<file path="config.mk">
export PLATFORM = sky130hd
export DESIGN_NAME = bitmap_block_pool_allocator
export DESIGN_NICKNAME = d
export VERILOG_FILES = /design/src/rtl/core/bbpa_pkg.sv /design/src/rtl/core/bbpa_ram.sv /design/src/rtl/core/bbpa_map.sv /design/src/rtl/core/bbpa_div.sv /design/src/rtl/core/bitmap_block_pool_allocator.sv
export VERILOG_INCLUDE_DIRS = /design/src /design/src/rtl/core
export SDC_FILE = /design/constraint.sdc
export NUM_CORES = 2
export LEC_CHECK = 0
export ABC_CLOCK_PERIOD_IN_PS = 16000
export BUFFER_PORTS_ARGS = -buffer_cell sky130_fd_sc_hd__clkbuf_2
export CAP_MARGIN = 10
export CORE_MARGIN = 1.5
export CORE_UTILIZATION = 60
export DETAILED_ROUTE_END_ITERATION = 7
export PLACE_DENSITY = 0.82
export SLEW_MARGIN = 20
export SYNTH_ARGS = -nofsm -noshare
export SYNTH_HDL_FRONTEND = slang
export SYNTH_SLANG_ARGS = --single-unit
</file>
<file path="constraint.sdc">
create_clock -name clk -period 16 [get_ports clk]
set_clock_uncertainty 0.15 [all_clocks]
set_input_delay 3.2 -clock clk [delete_from_list [all_inputs] [get_ports clk]]
set_output_delay 3.2 -clock clk [all_outputs]
set_load 0.01 [all_outputs]
</file>
<file path="src/rtl/core/assert_macros.svh">
// Assertion helpers shared by the RTL.
`ifndef ASSERT_MACROS_SVH
`define ASSERT_MACROS_SVH

// Same-cycle implication, off during reset.
`define ASSERT_IMPL(lbl, clk, rst, ante, cons, msg) \
  lbl: assert property (@(posedge clk) disable iff (rst) (ante) |-> (cons)) \
    else $error(msg);

// Next-cycle implication, off during reset.
`define ASSERT_NEXT(lbl, clk, rst, ante, cons, msg) \
  lbl: assert property (@(posedge clk) disable iff (rst) (ante) |=> (cons)) \
    else $error(msg);

`endif

</file>
<file path="src/rtl/core/bbpa_pkg.sv">
package bbpa_pkg;

  localparam int MAX_BLOCKS    = 1024;
  localparam int MAP_WORD_BITS = 32;
  localparam int MAP_WORDS     = (MAX_BLOCKS + MAP_WORD_BITS - 1) / MAP_WORD_BITS;
  localparam int MAP_AW        = $clog2(MAP_WORDS);
  localparam int BIT_W         = $clog2(MAP_WORD_BITS);
  localparam int IDX_W         = MAP_AW + BIT_W;

  localparam int ADDR_W        = 32;
  localparam int SIZE_W        = 13;
  localparam int COUNT_W       = 11;
  localparam int NUM_W         = 10;
  localparam int STATUS_W      = 2;
  localparam int PROD_W        = COUNT_W + SIZE_W;
  localparam int OUT_DATA_W    = ((ADDR_W + NUM_W + 7) / 8) * 8;

  localparam int CFG_IDX_W     = 2;
  localparam int CFG_DATA_W    = 32;

  localparam int SIZE_MIN      = 8;
  localparam int SIZE_CEIL     = 4096;
  localparam int SIZE_ALIGN    = 8;

  typedef enum logic [STATUS_W-1:0] {
    STAT_OK    = 2'd0,
    STAT_FULL  = 2'd1,
    STAT_RANGE = 2'd2
  } status_t;

  typedef enum logic {
    OP_ALLOC = 1'b0,
    OP_FREE  = 1'b1
  } op_t;

  typedef enum logic [CFG_IDX_W-1:0] {
    CFG_POOL_BASE = 2'd0,
    CFG_BLK_BYTES = 2'd1,
    CFG_BLK_TOTAL = 2'd2
  } cfg_reg_t;

  typedef enum logic [3:0] {
    S_IDLE,
    S_SCAN,
    S_MUL,
    S_ADD,
    S_RCHK,
    S_DIV,
    S_FREE_RD,
    S_FREE_WR,
    S_DONE
  } state_t;

  // One map access per cycle: a read address and an optional write.
  typedef struct packed {
    logic                     wr;
    logic [MAP_AW-1:0]        waddr;
    logic [MAP_WORD_BITS-1:0] wdata;
    logic [MAP_AW-1:0]        raddr;
  } map_req_t;

endpackage

</file>
<file path="src/rtl/core/bbpa_ram.sv">
module bbpa_ram #(
  parameter int WIDTH = 32,
  parameter int DEPTH = 32,
  localparam int AW   = $clog2(DEPTH)
) (
  input  logic             clk,
  input  logic             we,
  input  logic [AW-1:0]    waddr,
  input  logic [WIDTH-1:0] wdata,
  input  logic [AW-1:0]    raddr,
  output logic [WIDTH-1:0] rdata
);

  logic [WIDTH-1:0] mem [DEPTH];

  always_ff @(posedge clk) begin
    if (we) begin
      mem[waddr] <= wdata;
    end
    rdata <= mem[raddr];
  end

endmodule

</file>
<file path="src/rtl/core/bbpa_map.sv">
// Used-bit map: word RAM plus one valid flop per word, so reset reads as all clear.
module bbpa_map import bbpa_pkg::*; (
  input  logic                     clk,
  input  logic                     rst,
  input  map_req_t                 req,
  output logic [MAP_WORD_BITS-1:0] rd_data
);

  logic [MAP_WORDS-1:0]     valid;
  logic                     rd_valid;
  logic [MAP_WORD_BITS-1:0] ram_q;

  bbpa_ram #(
    .WIDTH (MAP_WORD_BITS),
    .DEPTH (MAP_WORDS)
  ) u_ram (
    .clk   (clk),
    .we    (req.wr),
    .waddr (req.waddr),
    .wdata (req.wdata),
    .raddr (req.raddr),
    .rdata (ram_q)
  );

  always_ff @(posedge clk) begin
    if (rst) begin
      valid <= '0;
    end else if (req.wr) begin
      valid[req.waddr] <= 1'b1;
    end
  end

  always_ff @(posedge clk) begin
    rd_valid <= valid[req.raddr];
  end

  assign rd_data = rd_valid ? ram_q : '0;

endmodule

</file>
<file path="src/rtl/core/bbpa_div.sv">
`include "assert_macros.svh"

// Shift-subtract divider, one quotient bit per cycle.
// Caller guarantees dividend < divisor << IDX_W.
module bbpa_div import bbpa_pkg::*; (
  input  logic              clk,
  input  logic              rst,
  input  logic              start,
  input  logic [PROD_W-1:0] dividend,
  input  logic [SIZE_W-1:0] divisor,
  output logic              busy,
  output logic              done,
  output logic [IDX_W-1:0]  quot,
  output logic [SIZE_W-1:0] rem
);

  localparam int STEP_W = $clog2(IDX_W);

  logic [STEP_W-1:0] cnt;
  logic [PROD_W-1:0] rem_r;
  logic [PROD_W-1:0] dsh;
  logic [IDX_W-1:0]  q;

  always_ff @(posedge clk) begin
    if (rst) begin
      busy <= 1'b0;
      done <= 1'b0;
      cnt  <= '0;
    end else begin
      done <= 1'b0;
      if (start) begin
        busy <= 1'b1;
        cnt  <= STEP_W'(IDX_W - 1);
      end else if (busy) begin
        cnt <= cnt - 1'b1;
        if (cnt == '0) begin
          busy <= 1'b0;
          done <= 1'b1;
        end
      end
    end
  end

  always_ff @(posedge clk) begin
    if (start) begin
      rem_r <= dividend;
      dsh   <= PROD_W'(divisor) << (IDX_W - 1);
      q     <= '0;
    end else if (busy) begin
      if (rem_r >= dsh) begin
        rem_r <= rem_r - dsh;
        q     <= {q[IDX_W-2:0], 1'b1};
      end else begin
        q     <= {q[IDX_W-2:0], 1'b0};
      end
      dsh <= dsh >> 1;
    end
  end

  assign quot = q;
  assign rem  = rem_r[SIZE_W-1:0];

  `ASSERT_IMPL(div_done_ends_run, clk, rst, done, $past(busy) && !busy, "div done without run")

endmodule

</file>
<file path="src/rtl/core/bitmap_block_pool_allocator.sv">
// Fixed-size block pool allocator with a used-bit map.
// Input stream: s_axis_tuser = op (0 alloc, 1 free), s_axis_tdata = free_address.
// Output stream: one word per request; tuser = status, tdata = address and number.
// Config: cfg_we/cfg_index/cfg_data, write only while no request is in flight.
//   0 pool base, 1 bytes per block (rounded up to 8, clamped 8..4096),
//   2 blocks in use (clamped to 1024); other indexes are dropped.
// Requests are handled one at a time; s_axis_tready is high only when idle.
// Alloc: scans map words at one word per cycle (registered RAM read, pipelined
//   address), then one multiply and one add.
// Free: range compare after one multiply, a shift-subtract divide (10 quotient
//   bits), then a read-modify-write of one map word; an address out of the pool
//   is answered right after the range compare, with no divide.
// The result sits in an output register; a new request is taken while it waits.
// If the receiver stalls, the next result waits in its final state until the
//   output register frees up.
// Reset: registers go to base 0, size 64, count 128; the map reads all clear at
//   once (valid flop per word), no clearing pass.
module bitmap_block_pool_allocator import bbpa_pkg::*; (
  input  logic                  clk,
  input  logic                  rst,
  // config write port
  input  logic                  cfg_we,
  input  logic [CFG_IDX_W-1:0]  cfg_index,
  input  logic [CFG_DATA_W-1:0] cfg_data,
  // request stream
  input  logic                  s_axis_tvalid,
  output logic                  s_axis_tready,
  input  logic [ADDR_W-1:0]     s_axis_tdata,   // [31:0] free_address
  input  logic [0:0]            s_axis_tuser,   // [0] op
  // result stream
  output logic                  m_axis_tvalid,
  input  logic                  m_axis_tready,
  output logic [OUT_DATA_W-1:0] m_axis_tdata,   // [31:0] block_address, [41:32] block_number
  output logic [STATUS_W-1:0]   m_axis_tuser    // [1:0] status
);

  // config registers
  logic [ADDR_W-1:0]  pool_base;
  logic [SIZE_W-1:0]  blk_bytes;
  logic [COUNT_W-1:0] blk_total;
  logic [SIZE_W:0]    size_rnd;
  logic [SIZE_W-1:0]  blk_bytes_next;
  logic [COUNT_W-1:0] blk_total_next;

  // sequencer
  state_t state, state_next;
  op_t    cur_op;
  logic   in_acc;
  logic   out_free;

  // request datapath
  logic [ADDR_W-1:0]  addr_r;
  logic [ADDR_W-1:0]  offset;
  logic [IDX_W-1:0]   idx_r;
  logic [SIZE_W-1:0]  rem_r;
  logic [MAP_AW-1:0]  rd_ptr;
  logic [MAP_AW-1:0]  chk_w;
  logic               chk_vld;

  // shared multiplier
  logic [COUNT_W-1:0] mul_a;
  logic [PROD_W-1:0]  mul_q;

  // map
  map_req_t                 map_req;
  logic [MAP_WORD_BITS-1:0] word;
  logic                     word_full;
  logic [BIT_W-1:0]         fbit;
  logic [IDX_W-1:0]         found_idx;
  logic                     found_over;
  logic                     last_word;
  logic                     range_bad;

  // divider
  logic              div_start;
  logic              div_busy;
  logic              div_done;
  logic [IDX_W-1:0]  div_quot;
  logic [SIZE_W-1:0] div_rem;

  // pending result
  status_t            res_status;
  logic [ADDR_W-1:0]  res_addr;
  logic [NUM_W-1:0]   res_num;

  assign in_acc   = s_axis_tvalid && s_axis_tready;
  assign out_free = !m_axis_tvalid || m_axis_tready;

  // ---------------- configuration ----------------
  always_comb begin
    size_rnd = ({1'b0, cfg_data[SIZE_W-1:0]} + (SIZE_W+1)'(SIZE_ALIGN - 1))
               & ~(SIZE_W+1)'(SIZE_ALIGN - 1);
    if (size_rnd < (SIZE_W+1)'(SIZE_MIN)) begin
      blk_bytes_next = SIZE_W'(SIZE_MIN);
    end else if (size_rnd > (SIZE_W+1)'(SIZE_CEIL)) begin
      blk_bytes_next = SIZE_W'(SIZE_CEIL);
    end else begin
      blk_bytes_next = size_rnd[SIZE_W-1:0];
    end
    if (cfg_data[COUNT_W-1:0] > COUNT_W'(MAX_BLOCKS)) begin
      blk_total_next = COUNT_W'(MAX_BLOCKS);
    end else begin
      blk_total_next = cfg_data[COUNT_W-1:0];
    end
  end

  always_ff @(posedge clk) begin
    if (rst) begin
      pool_base <= '0;
      blk_bytes <= SIZE_W'(64);
      blk_total <= COUNT_W'(128);
    end else if (cfg_we) begin
      case (cfg_index)
        CFG_POOL_BASE: pool_base <= cfg_data[ADDR_W-1:0];
        CFG_BLK_BYTES: blk_bytes <= blk_bytes_next;
        CFG_BLK_TOTAL: blk_total <= blk_total_next;
        default: ;
      endcase
    end
  end

  // ---------------- map and scan ----------------
  bbpa_map u_map (
    .clk     (clk),
    .rst     (rst),
    .req     (map_req),
    .rd_data (word)
  );

  // lowest clear bit of the word under test
  always_comb begin
    fbit = '0;
    for (int i = MAP_WORD_BITS - 1; i >= 0; i--) begin
      if (!word[i]) fbit = BIT_W'(i);
    end
  end

  assign word_full  = &word;
  assign found_idx  = {chk_w, fbit};
  assign found_over = COUNT_W'(found_idx) >= blk_total;
  assign last_word  = chk_w == MAP_AW'(MAP_WORDS - 1);
  assign range_bad  = offset >= ADDR_W'(mul_q);

  // shared multiplier: idx * size for alloc, count * size (pool span) for free
  assign mul_a = (cur_op == OP_ALLOC) ? COUNT_W'(idx_r) : blk_total;

  always_ff @(posedge clk) begin
    mul_q <= PROD_W'(mul_a) * PROD_W'(blk_bytes);
  end

  bbpa_div u_div (
    .clk      (clk),
    .rst      (rst),
    .start    (div_start),
    .dividend (offset[PROD_W-1:0]),
    .divisor  (blk_bytes),
    .busy     (div_busy),
    .done     (div_done),
    .quot     (div_quot),
    .rem      (div_rem)
  );

  // ---------------- sequencer ----------------
  always_comb begin
    state_next = state;
    case (state)
      S_IDLE: begin
        if (in_acc) begin
          state_next = (op_t'(s_axis_tuser[0]) == OP_ALLOC) ? S_SCAN : S_MUL;
        end
      end
      S_SCAN: begin
        if (chk_vld && !word_full) begin
          state_next = found_over ? S_DONE : S_MUL;
        end else if (chk_vld && last_word) begin
          state_next = S_DONE;
        end
      end
      S_MUL:     state_next = (cur_op == OP_ALLOC) ? S_ADD : S_RCHK;
      S_ADD:     state_next = S_DONE;
      S_RCHK:    state_next = range_bad ? S_DONE : S_DIV;
      S_DIV: begin
        if (div_done) state_next = S_FREE_RD;
      end
      S_FREE_RD: state_next = S_FREE_WR;
      S_FREE_WR: state_next = S_DONE;
      S_DONE: begin
        if (out_free) state_next = S_IDLE;
      end
      default:   state_next = S_IDLE;
    endcase
  end

  always_comb begin
    s_axis_tready = 1'b0;
    div_start     = 1'b0;
    map_req.wr    = 1'b0;
    map_req.waddr = chk_w;
    map_req.wdata = word | (MAP_WORD_BITS'(1) << fbit);
    map_req.raddr = idx_r[IDX_W-1:BIT_W];
    case (state)
      S_IDLE: s_axis_tready = 1'b1;
      S_SCAN: begin
        map_req.raddr = rd_ptr;
        map_req.wr    = chk_vld && !word_full && !found_over;
      end
      S_RCHK: div_start = !range_bad;
      S_FREE_WR: begin
        map_req.wr    = 1'b1;
        map_req.waddr = idx_r[IDX_W-1:BIT_W];
        map_req.wdata = word & ~(MAP_WORD_BITS'(1) << idx_r[BIT_W-1:0]);
      end
      default: ;
    endcase
  end

  always_ff @(posedge clk) begin
    if (rst) begin
      state         <= S_IDLE;
      chk_vld       <= 1'b0;
      m_axis_tvalid <= 1'b0;
    end else begin
      state <= state_next;
      if (state == S_SCAN) begin
        chk_vld <= 1'b1;
      end else begin
        chk_vld <= 1'b0;
      end
      if (state == S_DONE && out_free) begin
        m_axis_tvalid <= 1'b1;
      end else if (m_axis_tready) begin
        m_axis_tvalid <= 1'b0;
      end
    end
  end

  // request datapath
  always_ff @(posedge clk) begin
    case (state)
      S_IDLE: begin
        if (in_acc) begin
          cur_op <= op_t'(s_axis_tuser[0]);
          addr_r <= s_axis_tdata;
          offset <= s_axis_tdata - pool_base;
          rd_ptr <= '0;
        end
      end
      S_SCAN: begin
        rd_ptr <= rd_ptr + 1'b1;
        chk_w  <= rd_ptr;
        if (chk_vld && !word_full) begin
          idx_r <= found_idx;
        end
        if (chk_vld && (!word_full ? found_over : last_word)) begin
          res_status <= STAT_FULL;
          res_addr   <= '0;
          res_num    <= '0;
        end
      end
      S_ADD: begin
        res_status <= STAT_OK;
        res_addr   <= pool_base + ADDR_W'(mul_q);
        res_num    <= NUM_W'(idx_r);
      end
      S_RCHK: begin
        if (range_bad) begin
          res_status <= STAT_RANGE;
          res_addr   <= '0;
          res_num    <= '0;
        end
      end
      S_DIV: begin
        if (div_done) begin
          idx_r <= div_quot;
          rem_r <= div_rem;
        end
      end
      S_FREE_WR: begin
        // block start = freed address minus its offset within the block
        res_status <= STAT_OK;
        res_addr   <= addr_r - ADDR_W'(rem_r);
        res_num    <= NUM_W'(idx_r);
      end
      default: ;
    endcase
  end

  // output register
  always_ff @(posedge clk) begin
    if (state == S_DONE && out_free) begin
      m_axis_tuser <= res_status;
      m_axis_tdata <= OUT_DATA_W'({res_num, res_addr});
    end
  end

  `ASSERT_IMPL(fail_word_zero, clk, rst, m_axis_tvalid && m_axis_tuser != STAT_OK, m_axis_tdata == '0, "failed result with nonzero payload")

  `ASSERT_IMPL(scan_set_in_pool, clk, rst, state == S_SCAN && map_req.wr, COUNT_W'(found_idx) < blk_total, "scan marks a block beyond the count")

  `ASSERT_IMPL(ok_num_in_pool, clk, rst, m_axis_tvalid && m_axis_tuser == STAT_OK, COUNT_W'(m_axis_tdata[ADDR_W +: NUM_W]) < blk_total, "block number beyond the count")

  `ASSERT_IMPL(div_busy_in_div, clk, rst, div_busy, state == S_DIV, "divider running outside the divide state")

endmodule

</file>
==> summary.md <==
| Metric | Value |
|---|---|
| Status | `finished clean` |
| Slowest stage cell, crit path | `nor2_4` |
| Dpl ws | `9449 ps` |
| WL final | `184600 µm` |
| Setup bufs post-CTS | `0` |
| FILL cells | `6553` |
| Mapped Area | `0.06318 mm²` |
| Worst Path Arrival | `6940 ps` |
| CTS Buf Count | `140` |
| Clock power frac | `31.5%` |
| Die height | `327.5 µm` |
| CP max stage delay | `1060 ps` |
| Die X | `327.5 µm` |
| Max_cap viols | `0` |
| Via count | `40883` |
| First-pass GRT wire length | `261600 µm` |
| Clk_lat worst skew | `800 ps` |
| Setup slack after layout | `9285 ps` |
| Synth Flop Type | `edfxtp_1` |
| Worst Hold Slack | `267.3 ps` |
| Port bufs | `117` |
| Post-synthesis sequential area ratio | `64.66%` |
| Crit start category | `flop` |
| Finished Core Util | `68.46%` |
| Sw Pwr | `3.607 mW` |
| Fin. max-slew vios | `0` |
| Syn Inst Count | `4414` |
| Routed WL per cell | `30.43 µm` |
| # IOs | `124` |
| Final setup violating endpoints | `0` |
| Initial antenna violation count | `11` |
| Comb pwr share | `24.8%` |
| Mean Syn Cell Area | `14.31 µm²` |
| Required @ worst endpoint | `16230 ps` |
| Leakage Power | `24.97 nW` |
| Htree depth | `4` |
| Vias in the first global route | `39946` |
| FF+latch count, synth | `1417` |
| Die Area | `0.1073 mm²` |
| Hold crit path type | `flop to flop` |
| Initial Util | `60.78%` |
| Setup CP Type | `flop to flop` |
| Final nets | `4892` |
| Max VDD drop | `0.1793 mV` |
| Drt initial violations | `5586` |
| Sink Count | `1417` |
| Critical Path Sink Type | `flop` |
| Post-synth EDFFs | `1247` |
| CTS root buf | `clkbuf_16` |
| Ys async rst share | `0%` |
| Fin crit share | `41.97%` |
| PD cells | `153.3 mW/mm²` |
| Worst Tran Pin Value | `1214 ps` |
| CP top delay family | `compound AO/OA/AOI/OAI gates` |
| Remaining DRCs | `0` |
| DRT Pass-1 Iters | `6` |
| FMAX | `0.1489 GHz` |
| CTS Hold Bufs | `0` |
| Syn. warnings | `0` |
| Post-cts sizing count | `0` |
| Final hold violations | `0` |
| Layout Area Growth over Synthesis | `12.62%` |
| Slew HR | `18.77%` |
| CTS max path bufs | `3` |
| Pin count of the biggest net entering global routing | `161` |
| Post-synth cell types | `78` |
| CP Max Fanout | `40` |
| Core area | `0.1039 mm²` |
| ANT nets after route | `0` |
| Clock-pin transition on the worst setup and hold timing paths | `60 ps` |
| GP Congestion | `0.9940` |
| Vias/cell | `6.741` |
| Total Power | `10.91 mW` |
| Sw Ratio | `33.06%` |
| Internal Power | `7.304 mW` |
| Rows | `118` |
| Total grt overflow | `0` |
| Total Routing Usage GR | `33.59%` |
| Layout cell share with drive strength beyond 1 | `16.95%` |
| Flop pwr share | `43.7%` |
| CP cell instances | `buf_4, nand3_1, a31oi_1, o2111ai_1, a31oi_1, o2111ai_1, a41oi_1, o21a_1, buf_4, clkinv_1, ha_1, nor2b_1, o21bai_1, a311o_1, a21o_1, nand4_1, o22a_1, nor2_4` |
| Final setup TNS | `0 ps` |
| TritonCTS clock tree | `yes` |
| RSZ-0062 raised after global routing | `no` |
| Hpwl dp | `109200 µm` |
| Worst Path Buf+Inv | `3` |
| Minimum clock period | `6715 ps` |
final timing paths:
| kind | slack (ps) | end | cells past startpoint | start |
|---|---|---|---|---|
| max reg2reg | 9290 | u_map.u_ram.mem[20][23] | 18 | u_map.rd_valid |
| min | 270 | m_axis_tdata[8] | 0 | res_addr[8] |
| min reg2reg | 270 | m_axis_tdata[8] | 0 | res_addr[8] |
| max | 9290 | u_map.u_ram.mem[20][23] | 18 | u_map.rd_valid |
Yosys cell counts (16+ instances only):
| cell | instances | share of area [%] |
|---|---|---|
| a21oi_1 | 161 | 1.3 |
| nor3_1 | 45 | 0.36 |
| xnor2_1 | 73 | 1.0 |
| nand4_1 | 17 | 0.17 |
| dfxtp_1 | 170 | 5.4 |
| o211ai_1 | 43 | 0.51 |
| o21ai_0 | 148 | 1.2 |
| and2_1 | 66 | 0.65 |
| nand3_1 | 219 | 1.7 |
| nor4_1 | 17 | 0.17 |
| a21o_1 | 33 | 0.39 |
| inv_1 | 239 | 1.4 |
| a31oi_1 | 16 | 0.16 |
| nor2b_1 | 21 | 0.21 |
| ha_1 | 179 | 3.5 |
| o21a_1 | 29 | 0.34 |
| xor2_1 | 47 | 0.65 |
| nor2_1 | 219 | 1.3 |
| mux4_2 | 264 | 9.4 |
| o22ai_1 | 23 | 0.23 |
| and3_1 | 18 | 0.18 |
| clkbuf_1 | 137 | 0.81 |
| nand2b_1 | 22 | 0.22 |
| fa_1 | 75 | 2.4 |
| mux2i_1 | 24 | 0.38 |
| edfxtp_1 | 1247 | 59 |
| o31ai_1 | 40 | 0.48 |
| nand2_1 | 588 | 3.5 |
| buf_1 | 51 | 0.30 |
metrics by stage:
step	std cells	area [µm²]
2_1_floorplan	4419	63200
3_3_place_gp	5781	65850
3_5_place_dp	5781	65850
4_1_cts	6040	70580
5_1_grt	6064	71150
6_report	6065	71150
cell usage in the layout, fill, tap and decap left out, types with 75 or more instances in the layout:
master / count
o21ai_0: 131
nor2_1: 186
mux4_2: 264
inv_1: 239
nand3_1: 218
clkbuf_2: 116
a21oi_1: 160
clkbuf_16: 142
fa_1: 75
ha_1: 179
edfxtp_1: 1247
nand2_1: 587
dfxtp_1: 170
registers in the layout, summed over array words and instances (netlist names), 4 cells and up:
name / flops
rd_ptr: 5
u_div.cnt: 4
blk_total: 11
mul_q: 21
u_div.quot: 10
u_div.rem_r: 24
m_axis_tdata: 42
u_map.u_ram.mem: 1024
offset: 32
u_map.u_ram.rdata: 32
u_div.dsh: 22
idx_r: 10
res_addr: 32
res_num: 10
u_map.valid: 32
addr_r: 32
blk_bytes: 10
state: 4
rem_r: 13
pool_base: 32
chk_w: 5
power groups by stage:
stage	sequential [mW]	combinational, mW	clock (mW)
3_5_place_dp	4.83	2.51	0
5_1_grt	4.77	2.81	3.57
2_1_floorplan	4.72	1.55	0
3_3_place_gp	4.82	2.45	0
4_1_cts	4.75	2.59	3.41
6_report	4.77	2.71	3.44
kinds of logic after synthesis:
group           Yosys count  share of synthesized area, %
mux                     302                         10.04
xor+xnor                120                         1.664
compound gates          585                         5.799
simple gates           1300                         9.290
fa+ha+maj               254                         5.922
other cells               1                      0.005936
buf+inv                 435                         2.620
flops                  1417                         64.66
area by class of cell:
type / count / area (µm²) / area share [%]
Antenna cell: 2 / 5.005 / 0.007034
Clock buffer: 176 / 3771 / 5.300
Clock inverter: 83 / 962.2 / 1.352
Inverter: 241 / 904.6 / 1.271
Multi-Input combinational cell: 2567 / 21300 / 29.93
Sequential cell: 1417 / 40850 / 57.41
Tap cell: 1380 / 1727 / 2.427
Timing Repair Buffer: 199 / 1634 / 2.297
metal layers:
layer	up-vias	GRT usage, %	share of wire [%]
li1	16841	-	-
met4	10	21.65	7.7
met2	3227	54.39	48
met3	668	7.515	11
met1	20137	41.01	33
met5	-	0	0.038
worst register-to-register path: cells and delay by family (launching register included):
| kind | cells | cell delay, ps |
|---|---|---|
| buf+inv | 3 | 1310 |
| simple gates | 4 | 1680 |
| flops | 1 | 310 |
| fa+ha+maj | 1 | 510 |
| compound gates | 10 | 2390 |
No activity file was read; power rests on OpenSTA's default activity.
